File: config.mk
export PLATFORM = sky130hd
export DESIGN_NAME = key_value_line_tokenizer_core
export DESIGN_NICKNAME = d
export VERILOG_FILES = /design/src/hdl/kvlt_pkg.sv /design/src/hdl/key_value_line_tokenizer_core.sv /design/src/hdl/kvlt_ram.sv /design/src/hdl/kvlt_ctrl.sv /design/src/hdl/kvlt_dpath.sv
export VERILOG_INCLUDE_DIRS = /design/src /design/src/hdl
export SDC_FILE = /design/constraint.sdc
export NUM_CORES = 1
export LEC_CHECK = 0
export BUFFER_PORTS_ARGS = -buffer_cell sky130_fd_sc_hd__buf_2
export CAP_MARGIN = 40
export CORE_MARGIN = 5
export CORE_UTILIZATION = 30
export CTS_BUF_LIST = sky130_fd_sc_hd__clkbuf_2
export CTS_CLUSTER_SIZE = 20
export DETAILED_ROUTE_END_ITERATION = 10
export GPL_TIMING_DRIVEN = 0
export PLACE_DENSITY_LB_ADDON = 0.15
export SYNTH_ARGS = -nofsm -noshare
export SYNTH_HDL_FRONTEND = slang
export SYNTH_SLANG_ARGS = --single-unit
export TNS_END_PERCENT = 30
File: constraint.sdc
create_clock -name clk -period 8.4 [get_ports clk]
set_clock_uncertainty 0.15 [all_clocks]
set_input_delay 0.84 -clock clk [delete_from_list [all_inputs] [get_ports clk]]
set_output_delay 0.84 -clock clk [all_outputs]
set_load 0.005 [all_outputs]
File: src/hdl/key_value_line_tokenizer_core_assert.svh
// Assertion macros used by the tokenizer top level.
`ifndef KEY_VALUE_LINE_TOKENIZER_CORE_ASSERT_SVH
`define KEY_VALUE_LINE_TOKENIZER_CORE_ASSERT_SVH

// Same-cycle implication, checked on clk while out of reset.
`define KVLT_ASSERT_IMP(lbl, ante, cons, msg) \
  lbl: assert property (@(posedge clk) disable iff (!rst_n) (ante) |-> (cons)) \
    else $error(msg);

// Next-cycle implication, checked on clk while out of reset.
`define KVLT_ASSERT_NXT(lbl, ante, cons, msg) \
  lbl: assert property (@(posedge clk) disable iff (!rst_n) (ante) |=> (cons)) \
    else $error(msg);

`endif

File: src/hdl/kvlt_pkg.sv
// Package: types, codes and character helpers of the line tokenizer.
`timescale 1ns / 1ps
package kvlt_pkg;

  localparam int MAX_BLANK_RUN_DEF = 16;
  localparam int LINE_BITS_DEF     = 16;

  localparam logic [7:0] CHAR_HASH       = 8'h23;
  localparam logic [7:0] CHAR_EQ         = 8'h3D;
  localparam logic [7:0] CHAR_LF         = 8'h0A;
  localparam logic [7:0] CHAR_CR         = 8'h0D;
  localparam logic [7:0] CHAR_UNDERSCORE = 8'h5F;

  localparam logic [1:0] KIND_NAME  = 2'd0;
  localparam logic [1:0] KIND_VALUE = 2'd1;
  localparam logic [1:0] KIND_DONE  = 2'd2;
  localparam logic [1:0] KIND_ERROR = 2'd3;

  localparam logic [1:0] ERR_NO_NAME   = 2'd0;
  localparam logic [1:0] ERR_NO_VALUE  = 2'd1;
  localparam logic [1:0] ERR_NO_EQ     = 2'd2;
  localparam logic [1:0] ERR_BLANK_OVF = 2'd3;

  typedef enum logic [2:0] {
    PH_START,
    PH_NAME,
    PH_AFTER_NAME,
    PH_AFTER_EQ,
    PH_VALUE
  } phase_t;

  typedef enum logic [1:0] {
    ST_RUN,
    ST_REPLAY,
    ST_TAIL
  } ctl_state_t;

  // controller -> datapath
  typedef struct packed {
    logic step;       // input transfer: run one parse step
    logic rep_emit;   // load next held blank into the output register
    logic tail_emit;  // load the pending value byte, last of item
  } dp_cmd_t;

  // datapath -> controller
  typedef struct packed {
    logic out_free;   // output register can take a result this cycle
    logic replay_req; // current input item would replay held blanks
    logic rep_last;   // blank on the read port is the last one held
  } dp_stat_t;

  function automatic logic is_blank(input logic [7:0] b);
    return b inside {8'h20, 8'h09, 8'h0B, 8'h0C};
  endfunction

  function automatic logic is_name_char(input logic [7:0] b);
    return (b inside {[8'h61:8'h7A], [8'h41:8'h5A], [8'h30:8'h39]}) ||
           (b == CHAR_UNDERSCORE);
  endfunction

endpackage

File: src/hdl/key_value_line_tokenizer_core.sv
// Top level of the name=value line tokenizer: controller plus datapath.
`timescale 1ns / 1ps
// Byte-serial tokenizer for name=value property lines. Each input transfer
// carries one document byte (or an end-of-text / new-document marker) and
// yields zero or one result, except a value byte that follows held inner
// blanks: it yields the n held blanks and then the byte itself, n+1 results.
// Timing: results come from a single output register, so the result of a
// plain item is visible the cycle after its input transfer. In a replay the
// first held blank shows later, as it passes the registered blank store read
// and then the output register. With the output side taking every cycle, the
// block accepts one byte per cycle outside a replay; an item that replays n
// held blanks takes the transfer, n reads from the two-port blank store and
// the final byte, with in_stall high until that byte is loaded. Backpressure
// on out_stall holds in_stall high while the output register is full and not
// being drained. The comment character is written with cfg_wr_en/cfg_wr_data
// and resets to '#'. The blank store needs no clearing pass after reset; only
// entries written since the last replay are ever read. An error result ends
// parsing until an item with in_new_document set arrives; tokens already
// delivered for that document are to be discarded by the consumer.
module key_value_line_tokenizer_core #(
  parameter int MAX_BLANK_RUN = kvlt_pkg::MAX_BLANK_RUN_DEF,
  parameter int LINE_BITS     = kvlt_pkg::LINE_BITS_DEF
) (
  input  logic        clk,
  input  logic        rst_n,
  // configuration
  input  logic        cfg_wr_en,
  input  logic [7:0]  cfg_wr_data,
  // input channel
  input  logic        in_valid,
  output logic        in_stall,
  input  logic [7:0]  in_text_byte,
  input  logic        in_end_of_text,
  input  logic        in_new_document,
  // result channel
  output logic        out_valid,
  input  logic        out_stall,
  output logic [1:0]  out_token_kind,
  output logic [7:0]  out_token_byte,
  output logic [15:0] out_line_number,
  output logic [1:0]  out_error_code,
  output logic        out_last_of_item
);
  import kvlt_pkg::*;

  `include "key_value_line_tokenizer_core_assert.svh"

  dp_cmd_t  cmd;
  dp_stat_t stat;

  // terms used by the checks at the end
  logic replay_start;
  logic replay_busy;
  logic out_nonlast;
  logic out_byte_tok;
  logic out_aux_zero;

  // sequencing: when to take an input transfer, when to replay blanks
  kvlt_ctrl u_ctrl (
    .clk     (clk),
    .rst_n   (rst_n),
    .in_valid(in_valid),
    .stat    (stat),
    .cmd     (cmd),
    .in_stall(in_stall)
  );

  // parse state, blank store, line count and output register
  kvlt_dpath #(
    .MAX_BLANK_RUN(MAX_BLANK_RUN),
    .LINE_BITS    (LINE_BITS)
  ) u_dpath (
    .clk             (clk),
    .rst_n           (rst_n),
    .cfg_wr_en       (cfg_wr_en),
    .cfg_wr_data     (cfg_wr_data),
    .in_text_byte    (in_text_byte),
    .in_end_of_text  (in_end_of_text),
    .in_new_document (in_new_document),
    .cmd             (cmd),
    .stat            (stat),
    .out_stall       (out_stall),
    .out_valid       (out_valid),
    .out_token_kind  (out_token_kind),
    .out_token_byte  (out_token_byte),
    .out_line_number (out_line_number),
    .out_error_code  (out_error_code),
    .out_last_of_item(out_last_of_item)
  );

  assign replay_start = cmd.step && stat.replay_req;
  assign replay_busy  = cmd.rep_emit || cmd.tail_emit;
  assign out_nonlast  = out_valid && !out_last_of_item;
  assign out_byte_tok = out_valid &&
                        ((out_token_kind == KIND_NAME) || (out_token_kind == KIND_VALUE));
  assign out_aux_zero = (out_line_number == 16'd0) && (out_error_code == 2'd0);

  // Replay must hold off the input side until the pending byte is out.
  `KVLT_ASSERT_NXT(a_replay_blocks_input, replay_start, in_stall, "input open after replay")
  `KVLT_ASSERT_IMP(a_replay_blocks_input_busy, replay_busy, in_stall, "input open in replay")
  // Only replayed blanks can be non-final results, and they are value bytes.
  `KVLT_ASSERT_IMP(a_non_last_is_value, out_nonlast, out_token_kind == KIND_VALUE, "bad non-final")
  // Byte tokens carry no line number and no error code.
  `KVLT_ASSERT_IMP(a_byte_token_clean, out_byte_tok, out_aux_zero, "byte token fields set")

endmodule

File: src/hdl/kvlt_ram.sv
// Generic single-write, single-read RAM with registered read data.
`timescale 1ns / 1ps
module kvlt_ram #(
  parameter int WIDTH  = 8,
  parameter int DEPTH  = 16,
  parameter int ADDR_W = (DEPTH > 1) ? $clog2(DEPTH) : 1
) (
  input  logic              clk,
  input  logic              wr_en,
  input  logic [ADDR_W-1:0] wr_addr,
  input  logic [WIDTH-1:0]  wr_data,
  input  logic [ADDR_W-1:0] rd_addr,
  output logic [WIDTH-1:0]  rd_data
);

  logic [WIDTH-1:0] mem [DEPTH];

  always_ff @(posedge clk) begin
    if (wr_en) begin
      mem[wr_addr] <= wr_data;
    end
    rd_data <= mem[rd_addr];
  end

endmodule

File: src/hdl/kvlt_ctrl.sv
// Controller: input acceptance and held-blank replay sequencing.
`timescale 1ns / 1ps
module kvlt_ctrl (
  input  logic               clk,
  input  logic               rst_n,
  input  logic               in_valid,
  input  kvlt_pkg::dp_stat_t stat,
  output kvlt_pkg::dp_cmd_t  cmd,
  output logic               in_stall
);
  import kvlt_pkg::*;

  ctl_state_t state_r, state_nxt;

  always_ff @(posedge clk) begin
    if (!rst_n) begin
      state_r <= ST_RUN;
    end else begin
      state_r <= state_nxt;
    end
  end

  always_comb begin
    state_nxt = state_r;
    cmd       = '0;
    in_stall  = 1'b1;
    case (state_r)
      ST_RUN: begin
        in_stall = !stat.out_free;
        if (in_valid && stat.out_free) begin
          cmd.step = 1'b1;
          if (stat.replay_req) begin
            state_nxt = ST_REPLAY;
          end
        end
      end
      ST_REPLAY: begin
        if (stat.out_free) begin
          cmd.rep_emit = 1'b1;
          if (stat.rep_last) begin
            state_nxt = ST_TAIL;
          end
        end
      end
      ST_TAIL: begin
        if (stat.out_free) begin
          cmd.tail_emit = 1'b1;
          state_nxt     = ST_RUN;
        end
      end
      default: begin
        state_nxt = ST_RUN;
      end
    endcase
  end

endmodule

File: src/hdl/kvlt_dpath.sv
// Datapath: parse state, blank store, line counter and output register.
`timescale 1ns / 1ps
module kvlt_dpath #(
  parameter int MAX_BLANK_RUN = kvlt_pkg::MAX_BLANK_RUN_DEF,
  parameter int LINE_BITS     = kvlt_pkg::LINE_BITS_DEF
) (
  input  logic               clk,
  input  logic               rst_n,
  input  logic               cfg_wr_en,
  input  logic [7:0]         cfg_wr_data,
  input  logic [7:0]         in_text_byte,
  input  logic               in_end_of_text,
  input  logic               in_new_document,
  input  kvlt_pkg::dp_cmd_t  cmd,
  output kvlt_pkg::dp_stat_t stat,
  input  logic               out_stall,
  output logic               out_valid,
  output logic [1:0]         out_token_kind,
  output logic [7:0]         out_token_byte,
  output logic [15:0]        out_line_number,
  output logic [1:0]         out_error_code,
  output logic               out_last_of_item
);
  import kvlt_pkg::*;

  localparam int IDX_W = (MAX_BLANK_RUN > 1) ? $clog2(MAX_BLANK_RUN) : 1;
  localparam int CNT_W = $clog2(MAX_BLANK_RUN + 1);

  // parse state
  phase_t               ph_r, ph_nxt;
  logic                 cmt_r, cmt_nxt;
  logic                 stop_r, stop_nxt;
  logic                 hv_r, hv_nxt;
  logic [1:0]           hc_r, hc_nxt;
  logic [7:0]           hb_r, hb_nxt;
  logic [LINE_BITS-1:0] nl_r, nl_nxt;
  logic [CNT_W-1:0]     bc_r, bc_nxt;
  logic [IDX_W-1:0]     rp_r, rp_nxt;
  logic [7:0]           pend_r, pend_nxt;
  logic [7:0]           cchar_r;

  // output register
  logic                 ov_r, ov_nxt;
  logic [1:0]           ok_r, ok_nxt;
  logic [7:0]           ob_r, ob_nxt;
  logic [15:0]          ol_r, ol_nxt;
  logic [1:0]           oc_r, oc_nxt;
  logic                 olast_r, olast_nxt;

  // effective state after a new-document clear
  phase_t               ph_e;
  logic                 cmt_e, stop_e, hv_e;
  logic [1:0]           hc_e;
  logic [7:0]           hb_e;
  logic [LINE_BITS-1:0] nl_e;
  logic [CNT_W-1:0]     bc_e;

  // outcome of one parse step
  phase_t               s_ph;
  logic                 s_cmt, s_stop, s_hv;
  logic [1:0]           s_hc;
  logic [7:0]           s_hb;
  logic [LINE_BITS-1:0] s_nl;
  logic [CNT_W-1:0]     s_bc;
  logic                 s_emit, s_replay, s_wr;
  logic [1:0]           s_kind, s_code;
  logic [7:0]           s_byte;
  logic                 line_end;
  logic [LINE_BITS+15:0] nl_ext;

  logic [7:0]           rd_data;
  logic                 out_free;
  logic                 rep_last;

  assign out_free = !ov_r || !out_stall;
  assign rep_last = (CNT_W'(rp_r) + CNT_W'(1)) == bc_r;
  assign nl_ext   = {16'd0, s_nl};

  always_comb begin
    stat            = '0;
    stat.out_free   = out_free;
    stat.replay_req = s_replay;
    stat.rep_last   = rep_last;
  end

  assign line_end = in_end_of_text || (in_text_byte == CHAR_LF) ||
                    (in_text_byte == CHAR_CR);

  always_comb begin
    ph_e   = in_new_document ? PH_START : ph_r;
    cmt_e  = in_new_document ? 1'b0 : cmt_r;
    stop_e = in_new_document ? 1'b0 : stop_r;
    hv_e   = in_new_document ? 1'b0 : hv_r;
    hc_e   = in_new_document ? 2'd0 : hc_r;
    hb_e   = in_new_document ? 8'd0 : hb_r;
    nl_e   = in_new_document ? '0 : nl_r;
    bc_e   = in_new_document ? '0 : bc_r;
  end

  always_comb begin
    s_ph     = ph_e;
    s_cmt    = cmt_e;
    s_stop   = stop_e;
    s_hv     = hv_e;
    s_hc     = hc_e;
    s_hb     = hb_e;
    s_nl     = nl_e;
    s_bc     = bc_e;
    s_emit   = 1'b0;
    s_replay = 1'b0;
    s_wr     = 1'b0;
    s_kind   = KIND_NAME;
    s_code   = ERR_NO_NAME;
    s_byte   = 8'd0;
    if (!stop_e) begin
      if (line_end) begin
        if (!in_end_of_text && (in_text_byte == CHAR_LF) && (nl_e != '1)) begin
          s_nl = nl_e + LINE_BITS'(1);
        end
        if (hv_e) begin
          s_emit = 1'b1;
          s_kind = KIND_ERROR;
          s_code = hc_e;
          s_byte = (hc_e == ERR_NO_EQ) ? hb_e : 8'd0;
          s_stop = 1'b1;
        end else if ((ph_e == PH_NAME) || (ph_e == PH_AFTER_NAME)) begin
          s_emit = 1'b1;
          s_kind = KIND_ERROR;
          s_code = ERR_NO_VALUE;
          s_stop = 1'b1;
        end else if ((ph_e == PH_AFTER_EQ) || (ph_e == PH_VALUE)) begin
          s_emit = 1'b1;
          s_kind = KIND_DONE;
        end
        s_ph  = PH_START;
        s_cmt = 1'b0;
        s_bc  = '0;
        s_hv  = 1'b0;
      end else if (hv_e || cmt_e) begin
        // rest of the line is skipped
      end else if ((ph_e == PH_START) && is_blank(in_text_byte)) begin
        // leading blank dropped
      end else if (in_text_byte == cchar_r) begin
        s_cmt = 1'b1;
      end else begin
        case (ph_e)
          PH_START: begin
            if (is_name_char(in_text_byte)) begin
              s_emit = 1'b1;
              s_kind = KIND_NAME;
              s_byte = in_text_byte;
              s_ph   = PH_NAME;
            end else begin
              s_hv = 1'b1;
              s_hc = ERR_NO_NAME;
              s_hb = 8'd0;
              s_bc = '0;
            end
          end
          PH_NAME: begin
            if (is_name_char(in_text_byte)) begin
              s_emit = 1'b1;
              s_kind = KIND_NAME;
              s_byte = in_text_byte;
            end else if (is_blank(in_text_byte)) begin
              s_ph = PH_AFTER_NAME;
            end else if (in_text_byte == CHAR_EQ) begin
              s_ph = PH_AFTER_EQ;
            end else begin
              s_hv = 1'b1;
              s_hc = ERR_NO_EQ;
              s_hb = in_text_byte;
              s_bc = '0;
            end
          end
          PH_AFTER_NAME: begin
            if (in_text_byte == CHAR_EQ) begin
              s_ph = PH_AFTER_EQ;
            end else if (!is_blank(in_text_byte)) begin
              s_hv = 1'b1;
              s_hc = ERR_NO_EQ;
              s_hb = in_text_byte;
              s_bc = '0;
            end
          end
          PH_AFTER_EQ: begin
            if (!is_blank(in_text_byte)) begin
              s_emit = 1'b1;
              s_kind = KIND_VALUE;
              s_byte = in_text_byte;
              s_ph   = PH_VALUE;
            end
          end
          PH_VALUE: begin
            if (is_blank(in_text_byte)) begin
              if (bc_e < CNT_W'(MAX_BLANK_RUN)) begin
                s_wr = 1'b1;
                s_bc = bc_e + CNT_W'(1);
              end else begin
                s_hv = 1'b1;
                s_hc = ERR_BLANK_OVF;
                s_hb = 8'd0;
                s_bc = '0;
              end
            end else if (bc_e != '0) begin
              s_replay = 1'b1;  // held blanks go out first, byte after them
            end else begin
              s_emit = 1'b1;
              s_kind = KIND_VALUE;
              s_byte = in_text_byte;
            end
          end
          default: begin
          end
        endcase
      end
    end
  end

  always_comb begin
    ph_nxt    = ph_r;
    cmt_nxt   = cmt_r;
    stop_nxt  = stop_r;
    hv_nxt    = hv_r;
    hc_nxt    = hc_r;
    hb_nxt    = hb_r;
    nl_nxt    = nl_r;
    bc_nxt    = bc_r;
    rp_nxt    = rp_r;
    pend_nxt  = pend_r;
    ov_nxt    = ov_r && out_stall;
    ok_nxt    = ok_r;
    ob_nxt    = ob_r;
    ol_nxt    = ol_r;
    oc_nxt    = oc_r;
    olast_nxt = olast_r;
    if (cmd.step) begin
      ph_nxt   = s_ph;
      cmt_nxt  = s_cmt;
      stop_nxt = s_stop;
      hv_nxt   = s_hv;
      hc_nxt   = s_hc;
      hb_nxt   = s_hb;
      nl_nxt   = s_nl;
      bc_nxt   = s_bc;
      rp_nxt   = '0;
      if (s_replay) begin
        pend_nxt = in_text_byte;
      end
      if (s_emit) begin
        ov_nxt    = 1'b1;
        ok_nxt    = s_kind;
        ob_nxt    = s_byte;
        ol_nxt    = ((s_kind == KIND_DONE) || (s_kind == KIND_ERROR)) ?
                    nl_ext[15:0] : 16'd0;
        oc_nxt    = (s_kind == KIND_ERROR) ? s_code : 2'd0;
        olast_nxt = 1'b1;
      end
    end else if (cmd.rep_emit) begin
      ov_nxt    = 1'b1;
      ok_nxt    = KIND_VALUE;
      ob_nxt    = rd_data;
      ol_nxt    = 16'd0;
      oc_nxt    = 2'd0;
      olast_nxt = 1'b0;
      if (!rep_last) begin
        rp_nxt = rp_r + IDX_W'(1);
      end
    end else if (cmd.tail_emit) begin
      ov_nxt    = 1'b1;
      ok_nxt    = KIND_VALUE;
      ob_nxt    = pend_r;
      ol_nxt    = 16'd0;
      oc_nxt    = 2'd0;
      olast_nxt = 1'b1;
      bc_nxt    = '0;
      rp_nxt    = '0;
    end
  end

  always_ff @(posedge clk) begin
    if (!rst_n) begin
      ph_r    <= PH_START;
      cmt_r   <= 1'b0;
      stop_r  <= 1'b0;
      hv_r    <= 1'b0;
      hc_r    <= 2'd0;
      hb_r    <= 8'd0;
      nl_r    <= '0;
      bc_r    <= '0;
      rp_r    <= '0;
      ov_r    <= 1'b0;
      cchar_r <= CHAR_HASH;
    end else begin
      ph_r   <= ph_nxt;
      cmt_r  <= cmt_nxt;
      stop_r <= stop_nxt;
      hv_r   <= hv_nxt;
      hc_r   <= hc_nxt;
      hb_r   <= hb_nxt;
      nl_r   <= nl_nxt;
      bc_r   <= bc_nxt;
      rp_r   <= rp_nxt;
      ov_r   <= ov_nxt;
      if (cfg_wr_en) begin
        cchar_r <= cfg_wr_data;
      end
    end
  end

  always_ff @(posedge clk) begin
    pend_r  <= pend_nxt;
    ok_r    <= ok_nxt;
    ob_r    <= ob_nxt;
    ol_r    <= ol_nxt;
    oc_r    <= oc_nxt;
    olast_r <= olast_nxt;
  end

  // read port always fetches the entry rp_r will point at next cycle
  kvlt_ram #(
    .WIDTH (8),
    .DEPTH (MAX_BLANK_RUN),
    .ADDR_W(IDX_W)
  ) u_blank_ram (
    .clk    (clk),
    .wr_en  (cmd.step && s_wr),
    .wr_addr(bc_e[IDX_W-1:0]),
    .wr_data(in_text_byte),
    .rd_addr(rp_nxt),
    .rd_data(rd_data)
  );

  assign out_valid        = ov_r;
  assign out_token_kind   = ok_r;
  assign out_token_byte   = ob_r;
  assign out_line_number  = ol_r;
  assign out_error_code   = oc_r;
  assign out_last_of_item = olast_r;

endmodule
After elaboration in Yosys (flattened, before gate mapping)
Memories as Yosys holds them, arrays and structs flattened. A register that Yosys moved wholly into a read port is not among the register bits.
Cells that the tools add are included.
Widths: inputs -> output; s select.
Storage, ports and cells
  input port bits: 23
  RAM bits: 128
  register bits: 89
  memories: 1
  output and inout bits: 31
  bits in read-only memories: 0
  bits in latches: 0
Memory list
  u_dpath.u_blank_ram.mem: depth 16, width 8, rd ports 1, clocked after memory_dff 1, write ports 1, line kvlt_ram.sv:16  | logic [WIDTH-1:0] mem [DEPTH];
Operators by class
  shift-type cells: 0
  $mul: 0
  equal/unequal tests: 27
  $lt $le $gt $ge: 7
  $add $sub $neg: 4
  muxes and demuxes: 191
  reduce and logical (&&, ||, !) cells: 33
  bitwise logic cells: 0
  div/mod/pow operators: 0
Operators with widths (count)
  $mux 8: 29
  $mux 16: 9
  $mux 5: 17
  $mux 2: 40
  $mux 1: 72
  $eq 8x4->1 const B: 5
  $mux 3: 11
  $pmux 8 s4: 1
  $pmux 8 s3: 1
  $pmux 5 s4: 1
  $add 16x1->16 const B: 1
  $eq 8x6->1 const B: 2
  $ge 8x7->1 const B: 2
  $le 8x7->1 const B: 2
  $mux 4: 4
  $ne 16x16->1 const B: 1
  $ne 2x1->1 const B: 6
  $pmux 3 s4: 1
  $logic_and 1x1->1: 9
  $eq 2x2->1 const B: 4
  $eq 8x7->1 const B: 1
  $eq 8x8->1: 1
  $ge 8x6->1 const B: 1
  $le 8x6->1 const B: 1
  other kinds (26): 40

Logic depth before layout (Yosys ltp)
  depth after elaboration: 15
  depth in mapped cells: 16
  mapped depth without buffers: 11

Cells and area by module
Synthesis repeated with hierarchy kept, for this count alone.
Unflattened totals
  cell total of the unflattened synthesis: 871
  area total of the unflattened synthesis: 10603.9 sq um
Modules (own cells, without submodules)
  kvlt_dpath: cells each 629, instances 1, area an instance 5331.4 sq um, sequential area each 2112.0 sq um
  kvlt_ram: cells each 229, instances 1, area an instance 5147.4 sq um, sequential area each 4003.8 sq um
  kvlt_ctrl: cells each 13, instances 1, area an instance 125.1 sq um, sequential area each 40.0 sq um

Worst setup path after synthesis
No wires, ideal clock.
  path type: input -> register
  from: input in_new_document
  to: register u_dpath.ol_r[13], in the netlist u_dpath.out_line_number[13] (data pin)
  stages on the path: 16
  required time: 7.984 ns
  arrival: 4.164 ns
  slack: 3.821 ns
  library setup time: 0.266 ns
  path through: clkbuf_1 -> clkbuf_1 -> clkbuf_1 -> clkbuf_1 -> buf_1 -> nor2b_1 -> ha_1 -> and3_1 -> and3_1 -> a311oi_4 -> and4_4 -> and2_4 -> buf_6 -> nand3_1 -> xor2_1 -> nor2_1
Between the ends
  longest elaborated chain between the ends: 15
  elaborated cells on any way between the ends: 39
  those cells by class: add/sub (1); eq/ne (7); mux (23); reduce/logical (8)
Ends and longest elaborated chain
  start, declared: line key_value_line_tokenizer_core.sv:34  | input logic in_new_document,
  $mux 5: line kvlt_dpath.sv:97  | bc_e = in_new_document ? '0 : bc_r;
  $reduce_bool 5->1: line kvlt_dpath.sv:205  | end else if (bc_e != '0) begin
  $mux 1: line kvlt_dpath.sv:205
  $mux 2: line kvlt_dpath.sv:195  | if (is_blank(in_text_byte)) begin
  $pmux 2 s2: line kvlt_dpath.sv:146  | case (ph_e)
  $mux 2: line kvlt_dpath.sv:143  | end else if (in_text_byte == cchar_r) begin
  $mux 2: line kvlt_dpath.sv:141  | end else if ((ph_e == PH_START) && is_blank(in_text_byte)) begin
  $mux 2: line kvlt_dpath.sv:139  | end else if (hv_e || cmt_e) begin
  $mux 2: line kvlt_dpath.sv:116  | if (line_end) begin
  $mux 2: line kvlt_dpath.sv:115  | if (!stop_e) begin
  $eq 2x2->1: line kvlt_dpath.sv:254  | ol_nxt = ((s_kind == KIND_DONE) || (s_kind == KIND_ERROR)) ?
  $logic_or 1x1->1: line kvlt_dpath.sv:254
  $mux 16 (*): line kvlt_dpath.sv:254
  $mux 16 (*): line kvlt_dpath.sv:250  | if (s_emit) begin
  $mux 16 (*): line kvlt_dpath.sv:237  | if (cmd.step) begin
  end signal, assigned: line kvlt_dpath.sv:315  | ol_r <= ol_nxt;
  end, declared: line kvlt_dpath.sv:46  | logic [15:0] ol_r, ol_nxt;
Every way passes the cells marked *; elsewhere a longest branch is shown, timed or not. The select of a mux whose other input is x is not followed.
A chain may end at the register's enable or synchronous reset.

Worst setup path after layout
  from: input in_new_document
  to: register u_dpath.ol_r[14], in the netlist u_dpath.out_line_number[14], enable pin
Between the ends
  longest elaborated chain between the ends: 12
  elaborated cells on any way between the ends: 29
  those cells by class: eq/ne (5); mux (16); reduce/logical (8)
Ends and longest elaborated chain (line)
  $mux 5: kvlt_dpath.sv:97
  $reduce_bool 5->1: kvlt_dpath.sv:205
  $mux 1: kvlt_dpath.sv:205
  $mux 1: kvlt_dpath.sv:195
  $pmux 1 s3: kvlt_dpath.sv:146
  $mux 1: kvlt_dpath.sv:143
  $mux 1: kvlt_dpath.sv:141
  $mux 1: kvlt_dpath.sv:139
  $mux 1: kvlt_dpath.sv:116
  $mux 1 (*): kvlt_dpath.sv:115
  $ne 2x2->1 (no line) (*)
  $reduce_and 2->1 (no line) (*)
Every way passes the cells marked *; elsewhere a longest branch is shown, timed or not.

==> results.yml <==
sta:
  slew_violations: 0
  period_share: 0.6173
  fmax_mhz: 192.9
  setup_viol: 0
  slew_headroom: 0.3736
  min_period_ns: 5.185
  hold_viol: 0
  setup_tns_ns: 0
  rsz0062_at_grt: "no"
  worst_slack_ns: 3.215
  worst_pin_slew_ns: 0.9352
  whs_ns: 0.1720
global_route:
  grtUsageMet2: 0.2604
  grt_pass1_wl_um: 55900
  grt_use_met3: 0.03602
  use_met1: 0.2564
  grt_pass1_vias: 9117
  grt_antenna_before_repair: 2
  grt_busiest_layer: "met2"
  grt-ovfl-total: 0
  grt_max_degree: 25
  grt_util_all_layers: 0.1742
clocking:
  cts_root_buf: "clkbuf_2"
  post_cts_buffers: 0
  clkLatencyLatePin_ns: 1.00
  clock_path_buffers: 3
  hold_buffers: 8
  post_cts_resized: 0
  cts_buffers: 60
  clock-sinks: 225
  cts_tree: "yes"
  htree_levels: 2
  clk_pin_slew_ns: 0.10
logic_synthesis:
  syn_inst: 1113
  synth_ff_type: "edfxtp_1"
  yosys-top-cells-count: "edfxtp_1 (165), nand2_1 (121), nor2_1 (94), o21ai_0 (94), clkbuf_1 (67)"
  synthArstFlopShare: 0
  synthTopCellsByArea: "edfxtp_1 (44%), dfxtp_1 (11%), o21ai_0 (4.2%)"
  syn-num-nets: 1142
  synth_top_area_frac: 0.4374
  synth_top_cell_by_area: "edfxtp_1"
  ys_warn_count: 0
  ys_seq_area_frac: 0.5435
  post-synth-top-count-cell: "edfxtp_1"
  syn_area_um2: 11330
  ys_types: 77
  syn_avg_cell_area_um2: 10.18
  yosys_register_bits: 225
  synth_enable_flop_cells: 165
setup_path:
  worstReg2RegStart: "u_dpath.out_valid"
  rr_endpoint: "u_dpath.out_line_number[14]"
  critPathSlowestCell: "nor3_2"
  path_max_fanout: 21
  worstSetupPathType: "in -> reg"
  end_kind: "flip-flop"
  cp.required_ns: 8.89
  crit_chain: "clkbuf_1 > clkbuf_1 > clkbuf_1 > clkbuf_1 > nor2b_1 > inv_1 > ha_1 > nor3b_1 > a31oi_1 > nor3_1 > nor2_1 > nor3_2 > a211o_1 > buf_16"
  crit_cells: 14
  critPathLaunch: "in_new_document"
  cp-start-kind: "primary input"
  cp-endpoint: "u_dpath.out_line_number[14]"
  r2r_slack_ns: 3.50
  critPathBufInv: 6
  path_delay_family: "buffers and inverters"
  crit_arrival_ns: 5.67
  slowest_delay_ns: 0.66
  crit_top_cell: "clkbuf_1"
  r2r_cells: 9
finish:
  layout-drive-gt1-share: 0.1420
  area_delta_synth_final_pct: 14.24
  fillers: 3982
  final_nets: 1274
  fin_cells: 1804
  final_area_um2: 12940
  utilization: 0.3452
pwr:
  p_total_mw: 2.097
  ir_worst_vdd_mv: 0.07355
  p_per_area_nw_per_um2: 162.1
  leakage_nw: 4.504
detailed_routing:
  vias: 9402
  wl_per_cell_um: 20.60
  wirelength_um: 37160
  drc: 0
  first_pass_iters: 5
  drtAntennaViolNets: 0
  drt_iter0_markers: 672
  viasPerCell: 5.212
floorplanning:
  dieHeight_um: 204.3
  start_util: 0.3021
  coreArea_um2: 37490
  fp.dieW_um: 204.3
  dieArea_um2: 41740
  ioPinCount: 54
  num_rows: 71
min_path:
  hold_path.class: "in -> reg"
run_status:
  outcome: "finished, final reports clean"
place:
  place_area_um2: 12310
  gp_congestion: 0.9186
  dp.cells: 1686
  place_ws_ns: 2.339
  io_buffers: 50
  hpwl_um: 26100
job:
  drv_cap: 0
## metal layers
layer / wire length [um] / share of wire / vias up
li1: - / - / 4474
met1: 17950 / 0.48 / 4579
met2: 16100 / 0.43 / 292
met3: 2312 / 0.062 / 57
met4: 802 / 0.022 / 0
met5: 0 / 0 / -
## flip-flops by register name, summed over array words and instances (netlist names), 3 cells and up
register and flops:
u_dpath.u_blank_ram.mem 128, u_dpath.nl_r 16, u_dpath.out_line_number 16, u_dpath.cchar_r 8, u_dpath.hb_r 8, u_dpath.out_token_byte 8
u_dpath.pend_r 8, u_dpath.u_blank_ram.rd_data 8, u_dpath.bc_r 5, u_dpath.rp_r 4, u_dpath.ph_r 3
## how the worst min path moves through the flow
| stage | start | to | slack, ns | cells past startpoint |
|---|---|---|---|---|
| 2_1_floorplan | u_dpath.hb_r[6] | u_dpath.hb_r[6] | 0.29 | 2 |
| 3_3_place_gp | u_dpath.hb_r[7] | u_dpath.hb_r[7] | 0.31 | 2 |
| 3_5_place_dp | u_dpath.hb_r[7] | u_dpath.hb_r[7] | 0.32 | 2 |
| 4_1_cts | in_text_byte[4] | u_dpath.u_blank_ram.mem[0][4] | 0.05 | 1 |
| 5_1_grt | in_text_byte[4] | u_dpath.u_blank_ram.mem[12][4] | 0.07 | 1 |
| 6_report | in_text_byte[3] | u_dpath.u_blank_ram.mem[0][3] | 0.17 | 1 |
## area by class of cell
class	instances	area [um^2]	area share
buffer	78	310.3	0.02398
timing repair buffer	70	415.4	0.03210
clock buffer	86	430.4	0.03326
multi-input combinational	794	4807	0.3715
sequential	225	6156	0.4757
inverter	16	60.06	0.004641
antenna	4	10.01	0.0007735
tap	511	639.4	0.04941
clock inverter	20	111.4	0.008606
## cell families after synthesis
kind of cell             Yosys count  synth area share
AND/OR/NAND/NOR                  432            0.1896
AO/OA/AOI/OAI                    294            0.1755
adder cells (fa/ha/maj)            6          0.006627
flip-flops                       225            0.5435
multiplexers                      29           0.02662
XOR/XNOR                          33           0.02552
buffers and inverters             94           0.03270
## report_power, final
group / internal (mW) / total (mW) / switching [mW]
logic: 0.0316 / 0.115 / 0.0837
registers: 1.19 / 1.20 / 0.00297
clock network: 0.308 / 0.785 / 0.476
## worst reg2reg max path: cells and delay by family (launching register included)
kind | cells | cell delay [ns]
AOI/OAI and AO/OA | 1 | 0.50
buffers and inverters | 2 | 0.49
DFF | 1 | 0.33
and+or+nand+nor | 6 | 3.07
## cells in the final DEF (no fill, tap or decap), drive strengths merged, types with 5 or more instances in the layout
master	n
a221o	8
edfxtp	165
and2	13
a211oi	32
a311oi	5
dfxtp	60
mux2i	20
nor4	6
xnor2	18
clkinv	19
inv	16
nand3	64
dlygate4sd3	8
a21oi	39
o21ai	98
nand2	121
nor2	94
xor2	15
ha	6
nand4	7
nor2b	27
and3	16
or3	6
nand2b	24
mux2	9
a32oi	10
a22oi	27
nor3	26
a31oi	8
o211ai	11
a2111oi	17
buf	73
clkbuf	153
Power figures use the tool's default switching activity.
